## src/rtl/gsu_pkg.sv

```systemverilog
// Package for the GCD search unit: payload types, the subtractor control struct
// and the fixed field and digit widths.
// No dependencies.
package gsu_pkg;

    // Width of the operand and divisor fields on the ports.
    localparam int DATA_W = 32;

    // Width of one digit handled by the serial subtractor in each cycle.
    localparam int DIGIT_W = 8;

    // One input transaction.
    typedef struct packed {
        logic [DATA_W-1:0] operand_a;
        logic [DATA_W-1:0] operand_b;
    } t_in_item;

    // One result transaction.
    typedef struct packed {
        logic [DATA_W-1:0] divisor;
        logic              found;
    } t_out_item;

    // Control from the sequencer to the digit-serial subtractor.
    typedef struct packed {
        logic clear;
        logic step;
    } t_sub_ctrl;

endpackage

```

## src/rtl/gsu_digit_sub.sv

```systemverilog
// Digit-serial subtractor: forms a-b and b-a LSB first, one digit per cycle
// while step is set, and keeps the running borrows. Depends on gsu_pkg.
module gsu_digit_sub (
    input  logic                       i_clk,
    input  logic                       i_rst_n,
    input  gsu_pkg::t_sub_ctrl         i_ctrl,
    input  logic [gsu_pkg::DIGIT_W-1:0] i_a_dig,
    input  logic [gsu_pkg::DIGIT_W-1:0] i_b_dig,
    output logic [gsu_pkg::DIGIT_W-1:0] o_ab_dig,
    output logic [gsu_pkg::DIGIT_W-1:0] o_ba_dig,
    output logic                       o_a_lt_b
);

    localparam int D = gsu_pkg::DIGIT_W;

    logic         r_bor_ab;
    logic         r_bor_ba;
    logic [D:0]   w_ab;
    logic [D:0]   w_ba;

    // One digit of each difference; the top bit is the borrow out.
    assign w_ab = {1'b0, i_a_dig} - {1'b0, i_b_dig} - (D+1)'(r_bor_ab);
    assign w_ba = {1'b0, i_b_dig} - {1'b0, i_a_dig} - (D+1)'(r_bor_ba);

    assign o_ab_dig = w_ab[D-1:0];
    assign o_ba_dig = w_ba[D-1:0];

    // After the last digit, the borrow of a-b says that a is below b.
    assign o_a_lt_b = r_bor_ab;

    // Borrow registers, cleared at the start of each subtraction.
    always_ff @(posedge i_clk) begin
        if (!i_rst_n || i_ctrl.clear) begin
            r_bor_ab <= 1'b0;
            r_bor_ba <= 1'b0;
        end else if (i_ctrl.step) begin
            r_bor_ab <= w_ab[D];
            r_bor_ba <= w_ba[D];
        end
    end

endmodule

```

## src/rtl/gsu_core.sv

```systemverilog
// Binary GCD sequencer with operand shift registers and the digit-serial
// subtractor. Depends on gsu_pkg and gsu_digit_sub.
module gsu_core #(
    parameter int OPERAND_WIDTH = 32
) (
    input  logic               i_clk,
    input  logic               i_rst_n,
    input  logic               i_start,
    input  gsu_pkg::t_in_item  i_operands,
    input  logic               i_take,
    output logic               o_idle,
    output logic               o_done,
    output gsu_pkg::t_out_item o_result
);

    localparam int DW   = gsu_pkg::DATA_W;
    localparam int D    = gsu_pkg::DIGIT_W;
    localparam int EW   = (OPERAND_WIDTH < DW) ? OPERAND_WIDTH : DW;
    localparam int NDIG = (EW + D - 1) / D;
    localparam int RW   = NDIG * D;
    localparam int CW   = (NDIG > 1) ? $clog2(NDIG) : 1;
    localparam int KW   = $clog2(EW + 1);

    typedef enum logic [2:0] {
        S_IDLE,
        S_STRIP,
        S_EVEN,
        S_SUB,
        S_APPLY,
        S_SHL,
        S_DONE
    } t_state;

    t_state            r_state, n_state;
    logic [RW-1:0]     r_a, n_a;
    logic [RW-1:0]     r_b, n_b;
    logic [RW-1:0]     r_da, n_da;
    logic [RW-1:0]     r_db, n_db;
    logic [KW-1:0]     r_k, n_k;
    logic [CW-1:0]     r_cnt, n_cnt;
    logic              r_found, n_found;

    gsu_pkg::t_sub_ctrl w_sub_ctrl;
    logic [D-1:0]      w_ab_dig;
    logic [D-1:0]      w_ba_dig;
    logic              w_a_lt_b;
    logic [EW-1:0]     w_in_a;
    logic [EW-1:0]     w_in_b;

    // Only the low operand bits take part.
    assign w_in_a = i_operands.operand_a[EW-1:0];
    assign w_in_b = i_operands.operand_b[EW-1:0];

    gsu_digit_sub u_sub (
        .i_clk    (i_clk),
        .i_rst_n  (i_rst_n),
        .i_ctrl   (w_sub_ctrl),
        .i_a_dig  (r_a[D-1:0]),
        .i_b_dig  (r_b[D-1:0]),
        .o_ab_dig (w_ab_dig),
        .o_ba_dig (w_ba_dig),
        .o_a_lt_b (w_a_lt_b)
    );

    // Next-state logic of the binary GCD loop.
    always_comb begin
        n_state    = r_state;
        n_a        = r_a;
        n_b        = r_b;
        n_da       = r_da;
        n_db       = r_db;
        n_k        = r_k;
        n_cnt      = r_cnt;
        n_found    = r_found;
        w_sub_ctrl = '0;
        case (r_state)
            S_IDLE: begin
                if (i_start) begin
                    n_a = RW'(w_in_a);
                    n_b = RW'(w_in_b);
                    n_k = '0;
                    if (w_in_a == '0 || w_in_b == '0) begin
                        // A zero operand has no divisor to report.
                        n_a     = '0;
                        n_found = 1'b0;
                        n_state = S_DONE;
                    end else begin
                        n_found = 1'b1;
                        n_state = S_STRIP;
                    end
                end
            end
            S_STRIP: begin
                // Pull out the common powers of two.
                if (!r_a[0] && !r_b[0]) begin
                    n_a = r_a >> 1;
                    n_b = r_b >> 1;
                    n_k = r_k + 1'b1;
                end else begin
                    n_state = S_EVEN;
                end
            end
            S_EVEN: begin
                if (!r_a[0]) begin
                    n_a = r_a >> 1;
                end else if (!r_b[0]) begin
                    n_b = r_b >> 1;
                end else if (r_a == r_b) begin
                    n_state = (r_k == '0) ? S_DONE : S_SHL;
                end else begin
                    w_sub_ctrl.clear = 1'b1;
                    n_cnt            = '0;
                    n_state          = S_SUB;
                end
            end
            S_SUB: begin
                // Rotate both operands one digit and shift in the difference digits.
                w_sub_ctrl.step = 1'b1;
                n_a  = (r_a >> D) | (RW'(r_a[D-1:0]) << (RW - D));
                n_b  = (r_b >> D) | (RW'(r_b[D-1:0]) << (RW - D));
                n_da = (r_da >> D) | (RW'(w_ab_dig) << (RW - D));
                n_db = (r_db >> D) | (RW'(w_ba_dig) << (RW - D));
                if (r_cnt == CW'(NDIG - 1)) begin
                    n_state = S_APPLY;
                end else begin
                    n_cnt = r_cnt + 1'b1;
                end
            end
            S_APPLY: begin
                // The larger operand takes the difference.
                if (w_a_lt_b) begin
                    n_b = r_db;
                end else begin
                    n_a = r_da;
                end
                n_state = S_EVEN;
            end
            S_SHL: begin
                // Restore the common powers of two.
                n_a = r_a << 1;
                n_k = r_k - 1'b1;
                if (r_k == KW'(1)) begin
                    n_state = S_DONE;
                end
            end
            S_DONE: begin
                if (i_take) begin
                    n_state = S_IDLE;
                end
            end
            default: begin
                n_state = S_IDLE;
            end
        endcase
    end

    // State and datapath registers.
    always_ff @(posedge i_clk) begin
        if (!i_rst_n) begin
            r_state <= S_IDLE;
        end else begin
            r_state <= n_state;
        end
        r_a     <= n_a;
        r_b     <= n_b;
        r_da    <= n_da;
        r_db    <= n_db;
        r_k     <= n_k;
        r_cnt   <= n_cnt;
        r_found <= n_found;
    end

    assign o_idle           = (r_state == S_IDLE);
    assign o_done           = (r_state == S_DONE);
    assign o_result.divisor = DW'(r_a);
    assign o_result.found   = r_found;

endmodule

```

## src/rtl/gcd_search_unit.sv

```systemverilog
// Top level of the GCD search unit: input handshake, GCD core and output register.
// Depends on gsu_pkg and gsu_core.
//
//  channel | direction | handshake                 | payload
//  --------+-----------+---------------------------+---------------------------
//  input   | in        | i_in_valid / o_in_stall   | i_in_data  (t_in_item)
//  output  | out       | o_out_valid / i_out_stall | o_out_data (t_out_item)
//
// One transaction at a time passes through the binary GCD loop. Halving steps run
// in S_STRIP and S_EVEN; an odd-odd subtraction passes S_EVEN, S_SUB once per digit
// and S_APPLY, with NDIG 8-bit digits per operand (4 at 32 bits). Equal odd operands
// go through S_STRIP and S_EVEN to S_DONE, a zero operand from S_IDLE to S_DONE, and
// the input is free again once the result has moved into the output register.
// Reset is synchronous and active low and empties the core and the output register.
// The next transaction is taken while a finished result waits in the output register;
// the input stalls while the core works or holds a result that cannot move on.
module gcd_search_unit #(
    parameter int OPERAND_WIDTH = 32
) (
    input  logic               i_clk,
    input  logic               i_rst_n,
    input  logic               i_in_valid,
    output logic               o_in_stall,
    input  gsu_pkg::t_in_item  i_in_data,
    output logic               o_out_valid,
    input  logic               i_out_stall,
    output gsu_pkg::t_out_item o_out_data
);

    logic               w_core_idle;
    logic               w_core_done;
    logic               w_out_free;
    gsu_pkg::t_out_item w_core_result;
    logic               r_out_valid;
    gsu_pkg::t_out_item r_out_data;

    // The output register can take a result when empty or being drained.
    assign w_out_free = !r_out_valid || !i_out_stall;

    gsu_core #(
        .OPERAND_WIDTH (OPERAND_WIDTH)
    ) u_core (
        .i_clk      (i_clk),
        .i_rst_n    (i_rst_n),
        .i_start    (i_in_valid && w_core_idle),
        .i_operands (i_in_data),
        .i_take     (w_out_free),
        .o_idle     (w_core_idle),
        .o_done     (w_core_done),
        .o_result   (w_core_result)
    );

    // Output register.
    always_ff @(posedge i_clk) begin
        if (!i_rst_n) begin
            r_out_valid <= 1'b0;
        end else if (w_core_done && w_out_free) begin
            r_out_valid <= 1'b1;
        end else if (!i_out_stall) begin
            r_out_valid <= 1'b0;
        end
        if (w_core_done && w_out_free) begin
            r_out_data <= w_core_result;
        end
    end

    assign o_in_stall  = !w_core_idle;
    assign o_out_valid = r_out_valid;
    assign o_out_data  = r_out_data;

endmodule

```

## config.mk

```make
export PLATFORM = sky130hd
export DESIGN_NAME = gcd_search_unit
export DESIGN_NICKNAME = d
export VERILOG_FILES = /design/src/rtl/gsu_pkg.sv /design/src/rtl/gsu_digit_sub.sv /design/src/rtl/gsu_core.sv /design/src/rtl/gcd_search_unit.sv
export SDC_FILE = /design/constraint.sdc
export NUM_CORES = 1
export LEC_CHECK = 0
export CORE_MARGIN = 2
export CORE_UTILIZATION = 45
export CTS_CLUSTER_DIAMETER = 50
export DETAILED_ROUTE_END_ITERATION = 8
export DONT_BUFFER_PORTS = 1
export PLACE_DENSITY = 0.59
export SLEW_MARGIN = 20
export SYNTH_ARGS = -nofsm -noshare
export SYNTH_HDL_FRONTEND = slang
export SYNTH_SLANG_ARGS = --single-unit
```

## constraint.sdc

```tcl
create_clock -name i_clk -period 11 [get_ports i_clk]
set_input_delay 1.1 -clock i_clk [delete_from_list [all_inputs] [get_ports i_clk]]
set_output_delay 1.1 -clock i_clk [all_outputs]
set_load 0.02 [all_outputs]
```

After elaboration in Yosys (flattened, before gate mapping)
Cells that the tools add are included.
{ "op_classes": {"reduce_logical": 28, "addsub": 7, "mul": 0, "n_div": 0, "mux": 39, "n_bitwise": 4, "eq_ne": 24, "shift": 0, "magnitude_cmp": 0} }
{ "ops": {"columns": ["cell", "count"], "rows": [
  ["$mux 32", 10],
  ["$pmux 32 s6", 1],
  ["$pmux 32 s5", 1],
  ["$or 24x32->32", 4],
  ["$logic_not 32->1", 2],
  ["$eq 32x32->1", 1],
  ["$mux 3", 9],
  ["$pmux 3 s7", 1],
  ["$pmux 6 s3", 1],
  ["$sub 8x8->9", 2],
  ["$sub 9x1->9", 2],
  ["$ne 2x1->1 const B", 8],
  ["$reduce_and 5->1", 3],
  ["$ne 2x2->1 const B", 7],
  ["$mux 6", 2],
  ["$mux 2", 5],
  ["$eq 3x3->1 const B", 3],
  ["$mux 1", 8],
  ["$reduce_and 7->1", 1],
  ["$add 6x1->6 const B", 1],
  ["$eq 3x2->1 const B", 2],
  ["$eq 6x1->1 const B", 1],
  ["$logic_not 1->1", 6],
  ["$logic_not 6->1", 1],
  ["other kinds (16)", 20]
]} }
{ "totals": {"romBits": 0, "latch_bits": 0, "mem_count": 0, "in_bits": 68, "output_inout_bits": 35, "mem_bits_rw": 0, "register_bits": 176, "wordCells": 117} }

Logic depth before layout (Yosys ltp)
Gate-level depths: netlist of run 1.
{ "depth": {"ltp_word": 6, "ltp_mapped": 10, "depth_no_buf": 10} }

Modules after synthesis
From an unflattened synthesis of run 1, not the netlist that was laid out.
{ "unflattened": {"hier_cells": 830, "area_unflattened_um2": 9721.8} }
{ "by_module_without_submodules": {"columns": ["module", "n_inst", "cells_per_inst", "seq_area_each_um2", "area_per_inst_um2"], "rows": [
  ["gsu_core", 1, 637, 4174.0, 7475.9],
  ["gsu_digit_sub", 1, 153, 40.0, 1203.7],
  ["gcd_search_unit", 1, 40, 1011.0, 1042.2]
]} }

Worst setup path after synthesis of run 1
Ideal clock, no wire load.
{ "synth_timing": {"path_kind": "input port to flip-flop", "from": "input i_in_valid", "to": "register u_core.r_b[10], enable pin", "setup_ps": 467, "setup_slack_ps": 6628, "n_path_buf": 0, "required_ps": 10533, "path_stages": 4, "arrival_time_ps": 3905, "cell_sequence": "mux2_2 > nor2_1 > o32ai_1 > a21boi_0"} }
{ "synth_between": {"elab_chain_cells": 3} }
{ "synth_rtl": {"columns": ["element", "line_no", "rtl"], "rows": [
  ["start, declared", "gcd_search_unit.sv:22", "input logic i_in_valid,"],
  ["$logic_and 1x1->1", "gcd_search_unit.sv:45", ".i_start (i_in_valid && w_core_idle),"],
  ["$ne 2x1->1 (no source line)", null, null],
  ["$reduce_and 6->1 (no source line)", null, null],
  ["end signal, assigned", "gsu_core.sv:165", "r_b <= n_b;"],
  ["end, declared", "gsu_core.sv:36", "logic [RW-1:0] r_b, n_b;"]
]} }
No other way between the ends.
A chain may end at the register's enable or synchronous reset.

Final worst setup path of run 1
{ "layout_timing": {"from": "register u_core.r_state[2]", "to": "register u_core.r_a[31], data pin"} }
{ "layout_between": {"elab_chain_cells": 2, "elab_cells_between_ends": 7, "cone_classes": "eq/ne (5); mux (1); reduce/logical (1)"} }
{ "layout_rtl": {"columns": ["element", "line_no", "rtl"], "rows": [
  ["start, declared", "gsu_core.sv:34", "t_state r_state, n_state;"],
  ["start signal, assigned", "gsu_core.sv:162", "r_state <= n_state;"],
  ["$eq 3x3->1, or another cell as far along", "gsu_core.sv:76", "case (r_state)"],
  ["$pmux 32 s6 (*)", "gsu_core.sv:76", null],
  ["named net u_core.n_a[31]", "gsu_core.sv:35", "logic [RW-1:0] r_a, n_a;"],
  ["end signal, assigned", "gsu_core.sv:164", "r_a <= n_a;"],
  ["end, declared", "gsu_core.sv:35", null]
]} }
Mark *: on every way through the listed nets, which the timed path passes. The rest lies on a longest branch.

==> results.toml, run 1 <==
[outcome]
status = "finished clean"

[clock_tree]
ctsHoldBuffers = 0
cts_tree = "yes"
cts.sinks = 176
cts_buffers = 17
ctsHtreeMaxLevel = 4
clock_path_buffers = 2
post_cts_buffers = 0
cts_root_buf = "clkbuf_16"
cts.clk_slew.worst_paths_ns = 0.07
cts_resized = 0
clkLatencyLatePin_ns = 0.43

[placed_design]
numPortBuffers = 0
dp_hpwl_um = 20640
dpl.cell_count = 1101
gp_congestion = 0.8796

[synthesis]
seq_area_frac_synth_pct = 53.71
yosys_warnings = 0
async_reset_ff_share_pct = 0
synth_area_per_cell_sq_um = 11.16
ys_ff_latch = 176
netlist_area_sq_um = 9728
synthCells = 872
yosysTopAreaCell = "edfxtp_1"
synthTopCellsByArea = "edfxtp_1, ha_1, o21ai_0, nand2_1, a21oi_1"
synth_edf_count = 170
synthFlopType = "edfxtp_1"
synth.top_cell.area_share_pct = 52.48
syn_nets = 976
ys_types = 58

[timing]
fin_crit_ns = 4.333
period_share_pct = 39.39
holdWs_ns = 0.4263
fin_tns_setup_ns = 0
rsz0062_at_grt = "no"
maxSlewViolCount = 0
finalClockSkew_ns = 0.008560
tightest_slew_ns = 1.064
finalSetupViolations = 0
hold_viol = 0
slew-limit-headroom_pct = 28.86
fmax_mhz = 230.8

[pwr]
power_frac_clock_pct = 17.3
power.internal_mw = 2.090
ir_drop_uv = 119.6
p_switching_mw = 1.582
combPwrFrac_pct = 43.6
leakage_nw = 3.596
power.density_nw_per_um2 = 346.6
swShare_pct = 43.08
p_total_mw = 3.672
seq_power_share_pct = 39.1

[worst_setup_path]
crit_path_cell_trace = "clkinv_1 > nand2_1 > nand2_1 > and2_1 > a222oi_1 > inv_1"
end_kind = "flop"
critPathBufInv = 2
criticalPathCategory = "flop to flop"
critPathLaunchType = "flop"
crit_fanout = 43
crit_family = "simple AND/OR/NAND/NOR gates"
slowest_delay_ns = 0.98
worst_path_most_repeated_cell = "nand2_1"
reg2reg_slack_ns = 6.67
rr_endpoint = "u_core.r_a[31]$_DFFE_PP_"
required_ns = 11.18
r2r-start = "u_core.r_state[2]$_SDFFE_PN0P_"
cp_slowest_cell = "clkinv_1"
cp.arrival_ns = 4.51
path_depth = 6
rr_worst_depth = 6

[hold_path]
hp-class = "flop to flop"
hold_start = "u_core.r_found$_DFFE_PP_"
holdPathEnd = "o_out_data[0]$_DFFE_PP_"
hold_depth = 0

[final_layout]
num_antenna_cells = 0
layout-drive-gt1-share_pct = 7.334
fin_nets = 950
syn_to_final_growth_pct = 8.900
finalCoreUtilization_pct = 50.24
finalNonFillerCells = 1134

[floorplanning]
io_pins = 103
die_width_um = 151.0
coreArea_sq_um = 21090
die_height_um = 151.0
dieArea_sq_um = 22810
initial_core_util_pct = 46.13
core.rowCount = 53

[global_route]
grt_pass1_wl_um = 44950
first_global_vias = 7256
grt.overflow.total = 0
grt_start_max_net_pins = 71
grtUsageTotal_pct = 26.50
antenna_found_initial = 0

[job]
cap_violations = 0

[route]
post_drt_wl_per_cell_um = 26.03
vias_per_cell = 6.539
drt-pass1-iter-count = 7
drtIter0Drc = 816
wl_um = 29520
postRouteAntennaNets = 0
vias = 7415
drc = 0
==> cells by family after synthesis <==
family / after synthesis / share of synthesized area [%]
AO/OA/AOI/OAI: 290 / 20.41
multiplexers: 34 / 3.768
buffers and inverters: 107 / 4.360
adder cells (fa/ha/maj): 36 / 4.939
XOR/XNOR: 43 / 3.871
AND/OR/NAND/NOR: 186 / 8.939
flip-flops: 176 / 53.71
==> cell type report <==
class / instances / area [sq um]
clock buffers: 17 / 425.4
fillers: 1845 / 10490
clock inverters: 15 / 183.9
multi-input cells: 589 / 4110
repair buffers: 13 / 117.6
well taps: 275 / 344.1
inverters: 49 / 183.9
flip-flops and latches: 176 / 5229
==> cells in the mapped netlist (29+ instances only) <==
| master | instances |
|---|---|
| a21oi_1 | 66 |
| xor2_1 | 32 |
| a22o_1 | 33 |
| ha_1 | 32 |
| a22oi_1 | 29 |
| o21ai_0 | 69 |
| inv_1 | 47 |
| clkbuf_1 | 38 |
| edfxtp_1 | 170 |
| nand2_1 | 90 |
| mux2i_1 | 31 |
==> flip-flops by register name, indices dropped and copies added (netlist names), 2 cells and up <==
signal          flops
o_out_data         33
u_core.r_a         32
u_core.r_b         32
u_core.r_da        32
u_core.r_db        32
u_core.r_k          6
u_core.r_state      3
u_core.r_cnt        2
==> placed cells by master, fill, tap and decap left out, types with 3 or more instances in the layout <==
cell type	count
clkinv_2	3
xor2_1	32
nand4_1	7
a221o_1	28
nand2b_1	5
bufinv_16	3
o211ai_1	28
mux2i_1	31
a31oi_1	4
a222oi_1	5
and3_1	3
dfxtp_1	5
buf_4	12
nor3_1	7
nor2_1	25
inv_1	46
nand3_1	8
fa_1	4
a21boi_0	3
a22oi_1	29
a211oi_1	5
nand2_1	90
nor2_2	3
xnor2_1	11
nand4b_1	3
clkbuf_16	17
o21ai_0	69
edfxtp_1	170
nor4_1	25
ha_1	32
a22o_1	33
a21oi_1	64
inv_6	4
==> worst max path at each step <==
stage	start	endpoint	slack, ns
after floorplan	i_in_valid	u_core.r_b[10]$_DFFE_PP_	6.63
after global placement	u_core.r_state[2]$_SDFFE_PN0P_	u_core.r_a[31]$_DFFE_PP_	6.98
after detailed placement	u_core.r_state[2]$_SDFFE_PN0P_	u_core.r_a[31]$_DFFE_PP_	6.85
after CTS	u_core.r_state[2]$_SDFFE_PN0P_	u_core.r_a[31]$_DFFE_PP_	6.84
after global routing	u_core.r_state[2]$_SDFFE_PN0P_	u_core.r_a[31]$_DFFE_PP_	6.43
final	u_core.r_state[2]$_SDFFE_PN0P_	u_core.r_a[31]$_DFFE_PP_	6.67
==> worst reg2reg max path: cells and delay by family (launching register included) <==
family / cells / cell delay (ns)
simple gates: 3 / 2.02
buf+inv: 2 / 1.07
flops: 1 / 0.70
compound gates: 1 / 0.29
==> power groups by stage <==
| stage | Combinational, mW | Sequential (mW) | Clock (mW) |
|---|---|---|---|
| final | 1.60 | 1.44 | 0.635 |
| after global routing | 1.78 | 1.45 | 0.672 |
| after CTS | 1.59 | 1.43 | 0.641 |
| after detailed placement | 1.58 | 1.44 | 0 |
| after global placement | 1.53 | 1.44 | 0 |
| after floorplan | 1.21 | 1.26 | 0 |
==> per-layer routing <==
metal / global-route usage [%] / vias up / share of wire (%)
met3: 6.446 / 54 / 9.5
met4: 7.523 / 0 / 2.1
li1: - / 3311 / -
met1: 35.71 / 3651 / 41
met2: 42.84 / 399 / 48
met5: 0 / - / 0
==> stage by stage <==
stage                     instance area, sq um  setup WS [ns]
after floorplan                           9728          6.628
after global placement                    9956          6.979
after detailed placement                  9956          6.854
after CTS                                10570          6.837
after global routing                     10590          6.426
final                                    10590          6.667
Power figures use the tool's default switching activity.
==> run 2: changes to the inputs <==
PLACE_DENSITY = 0.61   (was 0.59)
clock period = 3.55 ns   (was 11 ns; I/O delays follow)
==> results.toml, run 2 (synthesis gave the netlist of run 1 again) <==
[outcome]
status = "finished clean"

[clock_tree]
clock_path_buffers = 2
cts_resized = 0
cts_tree = "yes"
cts.clk_slew.worst_paths_ns = 0.08
cts_root_buf = "clkbuf_16"
cts_buffers = 17
post_cts_buffers = 0
ctsHtreeMaxLevel = 4
cts.sinks = 176
ctsHoldBuffers = 0
clkLatencyLatePin_ns = 0.44

[worst_setup_path]
required_ns = 3.73
end_kind = "flop"
critPathLaunchType = "flop"
slowest_delay_ns = 0.58
cp.arrival_ns = 3.06
crit_fanout = 10
crit_path_cell_trace = "inv_1 > fa_1 > inv_1 > ha_1 > o21ai_0 > nand3b_1 > a21o_1 > a21oi_1 > nor3_1 > a311o_1"
worst_path_most_repeated_cell = "inv_1"
cp_slowest_cell = "edfxtp_1"
criticalPathCategory = "flop to flop"

[route]
drtIter0Drc = 883
vias_per_cell = 6.574
postRouteAntennaNets = 0
vias = 7521
post_drt_wl_per_cell_um = 26.31
drc = 0
drt-pass1-iter-count = 6
wl_um = 30100

[timing]
tightest_slew_ns = 0.6545
slew-limit-headroom_pct = 56.36
maxSlewViolCount = 0
rsz0062_at_grt = "no"
period_share_pct = 80.99
finalClockSkew_ns = 0.01270
finalSetupViolations = 0
hold_viol = 0
fin_crit_ns = 2.875
fin_tns_setup_ns = 0
fmax_mhz = 347.8

[final_layout]
syn_to_final_growth_pct = 9.505
final_cell_mix = "edfxtp_1, nand2_1, o21ai_0, a21oi_1, inv_1"
largest_register_ffs = 33
layout-drive-gt1-share_pct = 8.400
final_common_cell = "edfxtp_1"
fillers = 1837
num_antenna_cells = 0
finalNonFillerCells = 1144
fin_nets = 960

[placed_design]
numPortBuffers = 0
gp_congestion = 0.9541
dpl.cell_count = 1112
dp_hpwl_um = 21050

[hold_path]
hp-class = "primary input to flop"

[job]
cap_violations = 0

[floorplanning]
die_height_um = 151.0
dieArea_sq_um = 22810
die_width_um = 151.0
io_pins = 103
core.rowCount = 53
initial_core_util_pct = 46.13
coreArea_sq_um = 21090

[global_route]
antenna_found_initial = 0
grt.overflow.total = 0
grt_pass1_wl_um = 45010
grt_start_max_net_pins = 69
first_global_vias = 7277
grtUsageTotal_pct = 26.85

[pwr]
leakage_nw = 3.632
power.density_nw_per_um2 = 1074
ir_drop_uv = 447.6
-- run 2: worst paths after layout --
path,from,to,slack (ns),cells past startpoint
worst max-delay path,u_core.r_a[0]$_DFFE_PP_,u_core.r_db[31]$_DFFE_PN_,0.68,10
worst min-delay path,i_rst_n,u_core.r_state[2]$_SDFFE_PN0P_,0.05,2
worst max register to register,u_core.r_a[0]$_DFFE_PP_,u_core.r_db[31]$_DFFE_PN_,0.68,10
worst min register to register,u_core.r_found$_DFFE_PP_,o_out_data[0]$_DFFE_PP_,0.43,0
-- run 2: where the power goes --
group	total [mW]	internal (mW)	switching, mW
Sequential	4.40	3.41	0.999
Clock	1.91	1.01	0.900
Combinational	5.13	1.99	3.13
Total	11.4	6.41	5.03
-- run 2: final cells by class --
cell class | instances | area [sq um] | share of cell area [%]
inverter | 49 | 183.9 | 1.727
tap | 275 | 344.1 | 3.230
clock inverter | 15 | 173.9 | 1.633
timing repair buffer | 23 | 185.2 | 1.738
clock buffer | 17 | 425.4 | 3.993
sequential | 176 | 5229 | 49.08
multi-input combinational | 589 | 4111 | 38.60
-- run 2: worst max-delay path, delay by kind of cell, from the launching register on --
kind	cells	cell delay, ns
AO/OA/AOI/OAI	4	0.93
flip-flops	1	0.58
adder cells (fa/ha/maj)	2	0.70
AND/OR/NAND/NOR	2	0.25
buffers and inverters	2	0.18
-- run 2: metrics by stage --
step                      power [mW]  utilization, %  hold slack, ns  cell area, sq um  setup slack, ns
after floorplan                7.652               -          0.4003              9728           0.2927
after global placement         9.292           47.67          0.4189             10050           0.8231
after detailed placement       9.428           47.67          0.4220             10050           0.7122
after CTS                      11.35           50.52         0.03745             10650           0.7039
after global routing           12.06           50.52         0.05746             10650           0.5153
final                          11.44           50.52         0.04804             10650           0.6750
-- run 2: per-layer routing --
metal  share of wire [%]  vias to the layer above  track usage [%]
li1                    -                     3328                -
met1                  40                     3677            36.53
met2                  47                      479            43.00
met3                  10                       37            6.295
met4                 1.9                        0            8.037
met5                   0                        -                0
